## config.mk

```make
export PLATFORM = sky130hd
export DESIGN_NAME = first_match_measure_policy_flat
export DESIGN_NICKNAME = d
export VERILOG_FILES = /design/src/rtl/fmmp_pkg.sv /design/src/rtl/fmmp_if.sv /design/src/rtl/first_match_measure_policy.sv /design/src/flat_wrapper.sv
export SDC_FILE = /design/constraint.sdc
export NUM_CORES = 2
export LEC_CHECK = 0
export BUFFER_PORTS_ARGS = -buffer_cell sky130_fd_sc_hd__buf_4
export CELL_PAD_IN_SITES_DETAIL_PLACEMENT = 1
export CELL_PAD_IN_SITES_GLOBAL_PLACEMENT = 2
export CORE_MARGIN = 8
export CORE_UTILIZATION = 43
export DETAILED_ROUTE_END_ITERATION = 16
export PLACE_DENSITY_LB_ADDON = 0.1
export SYNTH_ARGS = -nofsm -noshare
export SYNTH_HDL_FRONTEND = slang
export SYNTH_SLANG_ARGS = --single-unit
export TNS_END_PERCENT = 10
```

## constraint.sdc

```tcl
create_clock -name i_clk -period 5.6 [get_ports i_clk]
set_input_delay 0.28 -clock i_clk [delete_from_list [all_inputs] [get_ports i_clk]]
set_output_delay 0.28 -clock i_clk [all_outputs]
set_load 0.005 [all_outputs]
```

## src/rtl/fmmp_pkg.sv

```systemverilog
package fmmp_pkg;

    // Rule table geometry
    localparam int RULE_DEPTH = 16;
    localparam int ADDR_W     = (RULE_DEPTH > 1) ? $clog2(RULE_DEPTH) : 1;
    localparam int CNT_W      = $clog2(RULE_DEPTH + 1);
    localparam int ROM_RULES  = 9;
    localparam int ROM_IDX_W  = $clog2(ROM_RULES);
    localparam int SCAN_W     = $clog2((RULE_DEPTH > ROM_RULES) ? RULE_DEPTH : ROM_RULES);

    // Field enable bits of a rule
    localparam logic [3:0] EN_HOOK  = 4'h1;
    localparam logic [3:0] EN_MASK  = 4'h2;
    localparam logic [3:0] EN_MAGIC = 4'h4;
    localparam logic [3:0] EN_UID   = 4'h8;

    typedef enum logic [1:0] {
        REQ_MATCH  = 2'd0,
        REQ_ADD    = 2'd1,
        REQ_COMMIT = 2'd2,
        REQ_CLEAR  = 2'd3
    } t_req_type;

    typedef enum logic [1:0] {
        ST_OK      = 2'd0,
        ST_REFUSED = 2'd1,
        ST_FULL    = 2'd2
    } t_status;

    typedef struct packed {
        logic        action;
        logic [3:0]  enables;
        logic [1:0]  hook;
        logic [3:0]  mask;
        logic [31:0] magic;
        logic [31:0] uid;
    } t_rule;

    // Built-in default rule set
    function automatic t_rule rom_rule(input logic [ROM_IDX_W-1:0] idx);
        t_rule r;
        r = '0;
        case (idx)
            ROM_IDX_W'(0): begin r.enables = EN_MAGIC; r.magic = 32'h0000_9fa0; end
            ROM_IDX_W'(1): begin r.enables = EN_MAGIC; r.magic = 32'h6265_6572; end
            ROM_IDX_W'(2): begin r.enables = EN_MAGIC; r.magic = 32'h6462_6720; end
            ROM_IDX_W'(3): begin r.enables = EN_MAGIC; r.magic = 32'h0102_1994; end
            ROM_IDX_W'(4): begin r.enables = EN_MAGIC; r.magic = 32'h7363_6673; end
            ROM_IDX_W'(5): begin r.enables = EN_MAGIC; r.magic = 32'hf97c_ff8c; end
            ROM_IDX_W'(6): begin
                r.action = 1'b1; r.enables = EN_HOOK | EN_MASK;
                r.hook = 2'd0; r.mask = 4'h1;
            end
            ROM_IDX_W'(7): begin
                r.action = 1'b1; r.enables = EN_HOOK | EN_MASK;
                r.hook = 2'd1; r.mask = 4'h1;
            end
            ROM_IDX_W'(8): begin
                r.action = 1'b1; r.enables = EN_HOOK | EN_MASK | EN_UID;
                r.hook = 2'd2; r.mask = 4'h4;
            end
            default: r = '0;  // never scanned
        endcase
        return r;
    endfunction

    function automatic logic rule_agrees(
        input t_rule       r,
        input logic [1:0]  hook,
        input logic [3:0]  mask,
        input logic [31:0] magic,
        input logic [31:0] uid
    );
        logic ok;
        ok = 1'b1;
        if (((r.enables & EN_HOOK)  != 4'h0) && (r.hook  != hook))  ok = 1'b0;
        if (((r.enables & EN_MASK)  != 4'h0) && (r.mask  != mask))  ok = 1'b0;
        if (((r.enables & EN_MAGIC) != 4'h0) && (r.magic != magic)) ok = 1'b0;
        if (((r.enables & EN_UID)   != 4'h0) && (r.uid   != uid))   ok = 1'b0;
        return ok;
    endfunction

endpackage

```

## src/rtl/fmmp_if.sv

```systemverilog
interface fmmp_req_if;
    logic        valid;
    logic        ready;
    logic [1:0]  req_type;
    logic [1:0]  hook_code;
    logic [3:0]  access_mask;
    logic [31:0] fs_magic;
    logic [31:0] user_id;
    logic        rule_action;
    logic [3:0]  rule_enables;

    modport source (
        output valid, req_type, hook_code, access_mask, fs_magic, user_id,
               rule_action, rule_enables,
        input  ready
    );
    modport sink (
        input  valid, req_type, hook_code, access_mask, fs_magic, user_id,
               rule_action, rule_enables,
        output ready
    );
endinterface

interface fmmp_rsp_if;
    logic       valid;
    logic       ready;
    logic       measure;
    logic [1:0] status;

    modport source (output valid, measure, status, input ready);
    modport sink   (input valid, measure, status, output ready);
endinterface

```

## src/rtl/first_match_measure_policy.sv

```systemverilog
// A transaction is accepted only in S_IDLE and goes on to S_DONE, through S_SCAN for a match
// that has rules to scan. S_SCAN compares one rule per cycle: up to 16 loaded rules, read
// ahead from the rule memory, or the built-in default set. S_DONE holds the result until the
// output register is free, so no new transaction is taken before the last one has left S_DONE.
// Reset (i_rst_n low, synchronous) empties the loaded table count, clears commit, the
// default-rules register and all handshake state; memory is not cleared.
module first_match_measure_policy (
    input  logic             i_clk,
    input  logic             i_rst_n,
    input  logic             i_cfg_we,
    input  logic             i_cfg_wdata,
    fmmp_req_if.sink         i_req,
    fmmp_rsp_if.source       o_rsp
);
    import fmmp_pkg::*;

    typedef enum logic [2:0] {
        S_IDLE = 3'b001,
        S_SCAN = 3'b010,
        S_DONE = 3'b100
    } t_state;

    // Control state
    t_state              r_state, n_state;
    logic                r_use_default;
    logic                r_committed, n_committed;
    logic [CNT_W-1:0]    r_count, n_count;
    logic [SCAN_W-1:0]   r_idx, n_idx;
    logic [SCAN_W-1:0]   r_last_idx, n_last_idx;
    logic                r_from_rom, n_from_rom;

    // Latched request fields for the scan
    logic [1:0]          r_hook;
    logic [3:0]          r_mask;
    logic [31:0]         r_magic;
    logic [31:0]         r_uid;

    // Result waiting for the output register
    logic                r_res_measure, n_res_measure;
    t_status             r_res_status, n_res_status;

    // Output register
    logic                r_out_valid;
    logic                r_out_measure;
    t_status             r_out_status;

    // Rule memory: one write port and one read port, registered read data
    t_rule               mem [RULE_DEPTH];
    t_rule               r_rd_data;
    logic [ADDR_W-1:0]   rd_addr;
    logic                wr_en;
    t_rule               wr_rule;

    logic                accept;
    logic                out_free;
    t_rule               cur_rule;
    logic                hit;
    logic                last;

    assign accept   = i_req.valid && i_req.ready;
    assign out_free = !r_out_valid || o_rsp.ready;

    // Take a new transaction whenever no item is in flight; the output register
    // may still hold the previous result.
    assign i_req.ready = (r_state == S_IDLE);

    assign wr_rule = '{
        action:  i_req.rule_action,
        enables: i_req.rule_enables,
        hook:    i_req.hook_code,
        mask:    i_req.access_mask,
        magic:   i_req.fs_magic,
        uid:     i_req.user_id
    };

    // Read ahead: while rule r_idx is compared, fetch rule r_idx + 1.
    // Adds only happen before commit and loaded scans only after, so a read
    // never overlaps a pending write to the same entry.
    always_comb begin
        if (r_state == S_SCAN) begin
            rd_addr = ADDR_W'(SCAN_W'(r_idx + SCAN_W'(1)));
        end else begin
            rd_addr = '0;
        end
    end

    assign cur_rule = r_from_rom ? rom_rule(r_idx[ROM_IDX_W-1:0]) : r_rd_data;
    assign hit      = rule_agrees(cur_rule, r_hook, r_mask, r_magic, r_uid);
    assign last     = (r_idx == r_last_idx);

    always_comb begin
        n_state       = r_state;
        n_committed   = r_committed;
        n_count       = r_count;
        n_idx         = r_idx;
        n_last_idx    = r_last_idx;
        n_from_rom    = r_from_rom;
        n_res_measure = r_res_measure;
        n_res_status  = r_res_status;
        wr_en         = 1'b0;

        unique case (r_state)
            S_IDLE: begin
                if (accept) begin
                    n_res_measure = 1'b0;
                    n_res_status  = ST_OK;
                    n_idx         = '0;
                    n_state       = S_DONE;
                    unique case (t_req_type'(i_req.req_type))
                        REQ_MATCH: begin
                            if (r_committed) begin
                                // Scan the loaded table unless it is empty
                                if (r_count != '0) begin
                                    n_from_rom = 1'b0;
                                    n_last_idx = SCAN_W'(r_count - CNT_W'(1));
                                    n_state    = S_SCAN;
                                end
                            end else if (r_use_default) begin
                                n_from_rom = 1'b1;
                                n_last_idx = SCAN_W'(ROM_RULES - 1);
                                n_state    = S_SCAN;
                            end
                        end
                        REQ_ADD: begin
                            if (r_committed) begin
                                n_res_status = ST_REFUSED;
                            end else if (r_count >= CNT_W'(RULE_DEPTH)) begin
                                n_res_status = ST_FULL;
                            end else begin
                                wr_en   = 1'b1;
                                n_count = r_count + CNT_W'(1);
                            end
                        end
                        REQ_COMMIT: begin
                            if (r_committed) begin
                                n_res_status = ST_REFUSED;
                            end else begin
                                n_committed = 1'b1;
                            end
                        end
                        REQ_CLEAR: begin
                            n_count = '0;
                        end
                    endcase
                end
            end
            S_SCAN: begin
                // First agreeing rule wins; no agreement answers 0
                if (hit) begin
                    n_res_measure = cur_rule.action;
                    n_state       = S_DONE;
                end else if (last) begin
                    n_res_measure = 1'b0;
                    n_state       = S_DONE;
                end else begin
                    n_idx = SCAN_W'(r_idx + SCAN_W'(1));
                end
            end
            S_DONE: begin
                // Hold the result until the output register can take it
                if (out_free) begin
                    n_state = S_IDLE;
                end
            end
        endcase
    end

    always_ff @(posedge i_clk) begin
        if (!i_rst_n) begin
            r_state       <= S_IDLE;
            r_use_default <= 1'b0;
            r_committed   <= 1'b0;
            r_count       <= '0;
            r_out_valid   <= 1'b0;
        end else begin
            r_state     <= n_state;
            r_committed <= n_committed;
            r_count     <= n_count;
            if (i_cfg_we) begin
                r_use_default <= i_cfg_wdata;
            end
            if (r_state == S_DONE && out_free) begin
                r_out_valid <= 1'b1;
            end else if (o_rsp.ready) begin
                r_out_valid <= 1'b0;
            end
        end
    end

    // Payload registers
    always_ff @(posedge i_clk) begin
        r_idx         <= n_idx;
        r_last_idx    <= n_last_idx;
        r_from_rom    <= n_from_rom;
        r_res_measure <= n_res_measure;
        r_res_status  <= n_res_status;
        if (accept) begin
            r_hook  <= i_req.hook_code;
            r_mask  <= i_req.access_mask;
            r_magic <= i_req.fs_magic;
            r_uid   <= i_req.user_id;
        end
        if (r_state == S_DONE && out_free) begin
            r_out_measure <= r_res_measure;
            r_out_status  <= r_res_status;
        end
    end

    // Rule memory
    always_ff @(posedge i_clk) begin
        if (wr_en) begin
            mem[r_count[ADDR_W-1:0]] <= wr_rule;
        end
        r_rd_data <= mem[rd_addr];
    end

    assign o_rsp.valid   = r_out_valid;
    assign o_rsp.measure = r_out_measure;
    assign o_rsp.status  = r_out_status;

    // Commit is sticky until reset
    a_commit_sticky: assert property (@(posedge i_clk) disable iff (!i_rst_n)
        r_committed |=> r_committed)
        else $error("commit flag dropped");

    // After commit the loaded table never grows
    a_no_grow_after_commit: assert property (@(posedge i_clk) disable iff (!i_rst_n)
        r_committed |=> (r_count <= $past(r_count)))
        else $error("rule count grew after commit");

    // Fill count stays within the table
    a_count_range: assert property (@(posedge i_clk) disable iff (!i_rst_n)
        r_count <= CNT_W'(RULE_DEPTH))
        else $error("rule count beyond table depth");

    // A scan never runs past its last rule
    a_scan_bound: assert property (@(posedge i_clk) disable iff (!i_rst_n)
        (r_state == S_SCAN) |-> (r_idx <= r_last_idx))
        else $error("scan index beyond last rule");

endmodule

```

## src/flat_wrapper.sv

```systemverilog
// flat-port wrapper written by rule: the top's interface ports become plain ports
module first_match_measure_policy_flat import fmmp_pkg::*;
  (i_clk, i_rst_n, i_cfg_we, i_cfg_wdata, i_req_valid, i_req_req_type, i_req_hook_code, i_req_access_mask, i_req_fs_magic, i_req_user_id, i_req_rule_action, i_req_rule_enables, i_req_ready, o_rsp_valid, o_rsp_measure, o_rsp_status, o_rsp_ready);
  fmmp_req_if i_req_i ();
  fmmp_rsp_if o_rsp_i ();
  input  logic i_clk;
  input  logic i_rst_n;
  input  logic i_cfg_we;
  input  logic i_cfg_wdata;
  input wire logic [$bits(i_req_i.valid)-1:0] i_req_valid;
  input wire logic [$bits(i_req_i.req_type)-1:0] i_req_req_type;
  input wire logic [$bits(i_req_i.hook_code)-1:0] i_req_hook_code;
  input wire logic [$bits(i_req_i.access_mask)-1:0] i_req_access_mask;
  input wire logic [$bits(i_req_i.fs_magic)-1:0] i_req_fs_magic;
  input wire logic [$bits(i_req_i.user_id)-1:0] i_req_user_id;
  input wire logic [$bits(i_req_i.rule_action)-1:0] i_req_rule_action;
  input wire logic [$bits(i_req_i.rule_enables)-1:0] i_req_rule_enables;
  output wire logic [$bits(i_req_i.ready)-1:0] i_req_ready;
  output wire logic [$bits(o_rsp_i.valid)-1:0] o_rsp_valid;
  output wire logic [$bits(o_rsp_i.measure)-1:0] o_rsp_measure;
  output wire logic [$bits(o_rsp_i.status)-1:0] o_rsp_status;
  input wire logic [$bits(o_rsp_i.ready)-1:0] o_rsp_ready;
  assign i_req_i.valid = i_req_valid;
  assign i_req_i.req_type = i_req_req_type;
  assign i_req_i.hook_code = i_req_hook_code;
  assign i_req_i.access_mask = i_req_access_mask;
  assign i_req_i.fs_magic = i_req_fs_magic;
  assign i_req_i.user_id = i_req_user_id;
  assign i_req_i.rule_action = i_req_rule_action;
  assign i_req_i.rule_enables = i_req_rule_enables;
  assign i_req_ready = i_req_i.ready;
  assign o_rsp_valid = o_rsp_i.valid;
  assign o_rsp_measure = o_rsp_i.measure;
  assign o_rsp_status = o_rsp_i.status;
  assign o_rsp_i.ready = o_rsp_ready;
  first_match_measure_policy u_core (.i_clk(i_clk), .i_rst_n(i_rst_n), .i_cfg_we(i_cfg_we), .i_cfg_wdata(i_cfg_wdata), .i_req(i_req_i), .o_rsp(o_rsp_i));
endmodule
```

---- Yosys cells after proc, flatten, opt, wreduce, memory -nomap -nowiden ----
Memory sizes are Yosys's and may differ from the RTL's. A register that Yosys moved wholly into a read port is not among the register bits.
Index checks and enable logic that the tools add are counted.
W data, S select, Z words.
storage, ports and cells
  memory bits (writable) .................. 1,200
  bits in latches ......................... 0
  output and inout bits ................... 5
  ROM bits ................................ 0
  flip-flop bits (word level) ............. 96
  memories kept ........................... 1
cells by class
  add/subtract/negate cells ............... 3
  multipliers ............................. 0
  bitwise gates (word level) .............. 0
  mux-type cells .......................... 49
  divide/modulo/power cells ............... 0
  reduce and logical (&&, ||, !) cells .... 25
  shift operators ......................... 0
  $lt $le $gt $ge ......................... 1
  eq/ne operators ......................... 27
memory list
  name        words  width  rd ports  clocked after memory_dff  wr ports  line                              source
  u_core.mem  16     75     1         1                         1         first_match_measure_policy.sv:48  t_rule mem [RULE_DEPTH];
operator list
  operator               number
  $pmux W32 S6           1
  $mux W75               1
  $ne A32 B32 Y1         2
  $mux W4                7
  $mux W3                8
  $mux W1                21
  $pmux W6 S3            1
  $eq A4 B3 Y1 const B   4
  $ne A2 B2 Y1 const B   6
  $pmux W4 S3            1
  $mux W5                2
  $pmux W5 S2            1
  $reduce_and A5 Y1      2
  $pmux W3 S3            1
  $reduce_and A3 Y1      3
  $eq A4 B2 Y1 const B   2
  $pmux W4 S2            1
  $reduce_bool A2 Y1     4
  $logic_and A1 B1 Y1    6
  $reduce_or A6 Y1       1
  $add A5 B1 Y5 const B  1
  $ge A5 B5 Y1 const B   1
  $reduce_bool A5 Y1     1
  $add A4 B1 Y4 const B  1
  24 further kinds       26

---- Longest topological paths before layout ----
  depth in word-level cells ............... 12
  gate-level depth with buffers ........... 13

---- Worst setup path before layout ----
No wires, ideal clock.
  kind .................................... flip-flop to flip-flop
  from .................................... register u_core.r_state[2]
  to ...................................... memory u_core.mem[10][0] in the netlist's numbering, enable pin
  arrival time ............................ 4,952 ps
  buffers on the path ..................... 1
  data required time ...................... 5,159 ps
  cell stages (with the launch flop) ...... 10
  clock period less this slack ............ 5,393 ps
  library setup time ...................... 441 ps
  setup slack ............................. 207 ps
  cell sequence ........................... dfxtp_1 clkbuf_1 nor2_1 nand2_1 inv_1 nand2_1 inv_1 nand4_1 nor3b_1 and2_1
between the ends
  cells in the longest elaborated chain, start to end .. 6
RTL lines
  item                           line                               source
  start, declared                first_match_measure_policy.sv:24   t_state r_state, n_state;
  start signal, assigned         first_match_measure_policy.sv:176  r_state <= n_state;
  $eq A3 B1 Y1                   first_match_measure_policy.sv:65   assign i_req.ready = (r_state == S_IDLE);
  named net i_req_ready          flat_wrapper.sv:18                 output wire logic [$bits(i_req_i.ready)-1:0] i_req_ready;
  $logic_and A1 B1 Y1            first_match_measure_policy.sv:60   assign accept = i_req.valid && i_req.ready;
  named net u_core.accept        first_match_measure_policy.sv:54   logic accept;
  $mux W1                        first_match_measure_policy.sv:104  if (accept) begin
  $mux W1                        first_match_measure_policy.sv:102  unique case (r_state)
  $mux W1                        first_match_measure_policy.sv:211  if (wr_en) begin
  $mux W1 (implied by the code)  first_match_measure_policy.sv:212  mem[r_count[ADDR_W-1:0]] <= wr_rule;
  end, declared                  first_match_measure_policy.sv:48
The timed path passes the listed nets, and every way through them passes these cells.

---- Worst setup path after layout ----
  from .................................... register u_core.r_idx[0]
  to ...................................... register u_core.r_idx[1], enable pin
between the ends
  cells in the longest elaborated chain, start to end .. 11
  elaborated cells between the ends (all ways) .. 30
  classes of those cells .................. 14 x eq/ne; 8 x mux; 8 x reduce/logical
RTL lines
  item                                                             line                                              source
  start, declared                                                  first_match_measure_policy.sv:28                  logic [SCAN_W-1:0] r_idx, n_idx;
  start signal, assigned                                           first_match_measure_policy.sv:192                 r_idx <= n_idx;
  $eq A4 B1 Y1, or another cell as far along                       fmmp_pkg.sv:43                                    case (idx)
  $reduce_or A6 Y1 (no source line), or another cell as far along  n/a
  $pmux W4 S3 or $mux W75 (tied branches)                          fmmp_pkg.sv:43, first_match_measure_policy.sv:87
  $mux W75 or $ne A2 B2 Y1 (tied branches)                         first_match_measure_policy.sv:87, fmmp_pkg.sv:76
  $logic_and A1 B1 Y1                                              fmmp_pkg.sv:76                                    if (((r.enables & EN_HOOK) != 4'h0) && (r.hook != hook)) ok = 1'b0;
  $mux W1                                                          fmmp_pkg.sv:76
  $mux W1                                                          fmmp_pkg.sv:77                                    if (((r.enables & EN_MASK) != 4'h0) && (r.mask != mask)) ok = 1'b0;
  $mux W1                                                          fmmp_pkg.sv:78                                    if (((r.enables & EN_MAGIC) != 4'h0) && (r.magic != magic)) ok = 1'b0;
  $mux W1                                                          fmmp_pkg.sv:79                                    if (((r.enables & EN_UID) != 4'h0) && (r.uid != uid)) ok = 1'b0;
  $ne A2 B2 Y1 (no source line)                                    n/a
  $reduce_and A4 Y1 (no source line) *                             n/a
Mark *: on every way between the ends. The rest lies on a longest branch, timed or not.
A chain may end at the register's enable or synchronous reset.

==> impl_metrics.yaml <==
drt:
  detail-route-antenna-nets: 0
  post_drt_wl_per_cell_um: 29.08
  detail_route.iter0.violations: 2293
  detail_route.drc_violations: 0
  wirelength_um: 153000
  viasPerCell: 5.758
  via_count: 30287
  detail_route.first_pass.iterations: 5
global_route:
  grt_start_max_net_pins: 130
  initial_antenna_violation_count: 2
  grt_first_pass_wirelength_um: 223800
  via_count_of_the_first_global_routing_pass: 32231
  grt_usage_pct: 22.10
  globalRouteOverflowTotal: 0
clocking:
  tritoncts: "done"
  cts.path.max_buffers: 3
  htree_num_levels: 4
  cts.sink_count: 1371
  worstSkewPairLatency_ns: 0.77
  cts-buffers-inserted: 149
  post_cts_resized: 0
  clockRootBuffer: "clkbuf_16"
  clk_pin_slew_worst_paths_ns: 0.06
die:
  io_pins: 88
  initial_core_util_pct: 43.14
  die_height_um: 370.2
  rows: 130
  fp.dieW_um: 370.2
  fp.dieArea_um2: 137100
  fp.coreArea_um2: 125100
timing:
  finalSetupViolations: 0
  worst_slew_margin_rel_pct: 20.23
  fin_crit_ns: 4.056
  rsz_0062_raised_after_global_routing: "no"
  setup-tns-final_ns: 0
  timing_hold_violations_final: 0
  timing_max_transition_violations_final: 0
  tightest_slew_ns: 1.194
  fin_worst_skew_ns: 0.01672
  fin_crit_sh_pct: 72.42
  fmaxAchievable_mhz: 246.6
power:
  cellLeakagePower_nw: 21.24
  max-vdd-ir-drop_mv: 0.3061
  power.clock.fraction_pct: 44.4
  internal-power_mw: 17.13
  seq_pwr_share_pct: 52.4
  power_per_cell_area_nw_per_um2: 346.7
  combPwrFrac_pct: 3.2
  switching_power_as_a_share_of_total_power_pct: 20.97
  fin_total_pwr_mw: 21.68
  power.switching_mw: 4.545
setup_path:
  cp_slowest_stage_delay_ns: 0.60
  crit_path_start: "u_core.r_idx[0]"
  timing.critical_path.required_ns: 6.09
  path_max_fanout: 37
  critPathSlowestCell: "ha_1"
  worstSetupStartpointType: "flop"
  worst_r2r_path_depth: 9
  worstPathCellList: "inv_6 > ha_1 > mux2i_1 > o21ai_1 > nor2_1 > or4_4 > nor4_4 > a31oi_1 > or3_1"
  timing.critical_path.arrival_ns: 4.55
  criticalPathCategory: "reg2reg"
  crit_path_end_kind: "flop"
  reg2reg_from: "u_core.r_idx[0]"
final_layout:
  fill_cells: 11653
  final_layout_size_suffix_gt1_share_pct: 13.58
  design_area_um2: 62530
  layout.nets: 3576
  area.growth.synth_to_final_pct: 15.88
yosys:
  ys_seq_elements: 1371
  post_synth_inst_count: 3290
  postSynthNetCount: 3385
  synth-main-ff-cell: "edfxtp_1"
  ys.warnings.count: 0
  synthesized_cell_area_um2: 53960
  synthDistinctLibCells: 77
  postSynth.asyncResetShare_pct: 0
  synth-seq-area-share_pct: 74.70
  synth_edf_count: 1285
  avgSynthCellArea_um2: 16.40
worst_hold_path:
  holdCritStartpoint: "i_req_req_type[0]"
  worst_min_delay_path_category: "in2reg"
  min_path_cells: 4
placement:
  place.detailed.hpwl_um: 84860
  placement.cell_area_um2: 56910
  numPortBuffers: 87
  gp_routability_congestion: 0.7996
flow_run:
  cap_viol_max_count: 0
outcome:
  run_status: "complete, no violations"
[final timing paths]
check,to,slack [ns]
setup / recovery,u_core.r_idx[1],1.54
hold / removal,u_core.r_res_status[0],0.11
setup reg to reg,u_core.r_idx[1],1.54
hold reg to reg,u_core.o_rsp.status[0],0.47
[per-stage QoR]
stage | setup WS, ns | cells | utilization [%] | hold WS, ns
after detailed placement | 1.512 | 4898 | 45.50 | 0.4525
after CTS | 1.484 | 5259 | 49.99 | 0.04297
after global placement | 1.460 | 4898 | 45.50 | 0.4546
final | 1.544 | 5260 | 49.99 | 0.1123
after floorplan | 0.2070 | 3290 | - | 0.3789
after global routing | 1.370 | 5260 | 49.99 | 0.1173
[placed cells by master (no fill, tap or decap), types with 5 or more instances in the layout]
master	n
edfxtp_1	1285
nand2_1	311
mux2i_1	306
a211oi_1	229
clkbuf_16	154
and2_1	150
buf_4	129
a31oi_1	97
a21oi_1	90
dfxtp_1	86
dlygate4sd3_1	82
a311oi_1	76
mux4_2	75
nor2_1	57
o21ai_0	53
clkbuf_1	45
buf_12	33
inv_1	29
xnor2_1	28
clkinv_2	22
clkinv_1	18
nor4bb_1	17
and2_4	16
clkbuf_8	16
inv_6	14
xor2_1	14
nor3_1	12
ha_1	12
nor2b_1	11
nand4_1	10
nor3b_1	7
nand2b_1	7
bufinv_16	7
o22ai_1	6
or3_1	6
a22oi_1	5
nor4_1	5
[critical path: cells and delay by family, from the launching register on]
kind	cells	cell delay, ns
adders and majority gates	1	0.60
and+or+nand+nor	4	1.43
DFF	1	0.53
muxes	1	0.28
buffers and inverters	1	0.37
AOI/OAI and AO/OA	2	0.56
[flip-flops by register name (all words and copies together), names as in the netlist, 2 cells and up]
signal / count
u_core.r_magic: 32
u_core.r_res_status: 2
u_core.mem: 1200
u_core.r_count: 5
u_core.o_rsp.status: 2
u_core.r_uid: 32
u_core.r_idx: 4
u_core.r_mask: 4
u_core.r_state: 3
u_core.r_last_idx: 4
u_core.r_hook: 2
u_core.r_rd_data: 75
[layer usage]
layer  share of wire, %  global-route usage (%)  wire length [µm]
met5                  0                       0                 0
met4                2.0                   5.626              3055
met3                3.5                   2.861              5298
met2                 51                   39.19             78740
met1                 43                   28.77             65860
[power by group through the flow]
| stage | registers (mW) | clock network, mW | logic [mW] |
|---|---|---|---|
| floorplan | 11.5 | 0 | 0.313 |
| global placement | 11.6 | 0 | 0.638 |
| detailed placement | 11.6 | 0 | 0.654 |
| CTS | 11.3 | 9.83 | 0.706 |
| global route | 11.4 | 10.2 | 0.750 |
| finish | 11.4 | 9.63 | 0.696 |
[cell usage after synthesis (6+ instances only)]
library cell	count	area [µm²]
ha_1	12	150.1
buf_1	8	30.03
mux2i_1	306	3063
nor3_1	12	60.06
mux4_2	75	1689
nand2_1	313	1175
o22ai_1	6	37.54
xor2_1	14	122.6
a211oi_1	229	1719
and2_1	166	1039
xnor2_1	28	245.2
nand4_1	10	62.56
nor3b_1	7	52.55
o21ai_0	53	265.3
a311oi_1	76	665.6
nor4bb_1	17	170.2
nor2b_1	11	68.82
inv_1	30	112.6
a31oi_1	97	606.8
clkbuf_1	162	608.1
buf_2	29	145.1
nor2_1	58	217.7
edfxtp_1	1285	38590
or3_1	6	37.54
nand2b_1	7	43.79
dfxtp_1	86	1722
a21oi_1	90	450.4
[layout make-up]
class                   instances  area (µm²)  area share (%)
well taps                    1650        2064           3.302
repair buffers                244        2450           3.918
diodes                          1       2.502        0.004002
inverters                      34       145.1          0.2321
multi-input cells            1681       12760           20.41
flip-flops and latches       1371       40310           64.47
clock inverters                64       550.5          0.8805
clock buffers                 215        4243           6.786
[cell families after synthesis]
kind of cell    synth area share [%]
compound gates                 7.803
buf+inv                        1.772
fa+ha+maj                     0.2783
mux                            8.807
flops                          74.70
simple gates                   5.955
xor+xnor                      0.6818
[timing repair]
item,CTS,global route
hold buffers,82,0
setup buffers,0,0
hold endpoints to repair,1281,0
(Power assumes the default switching activity.)
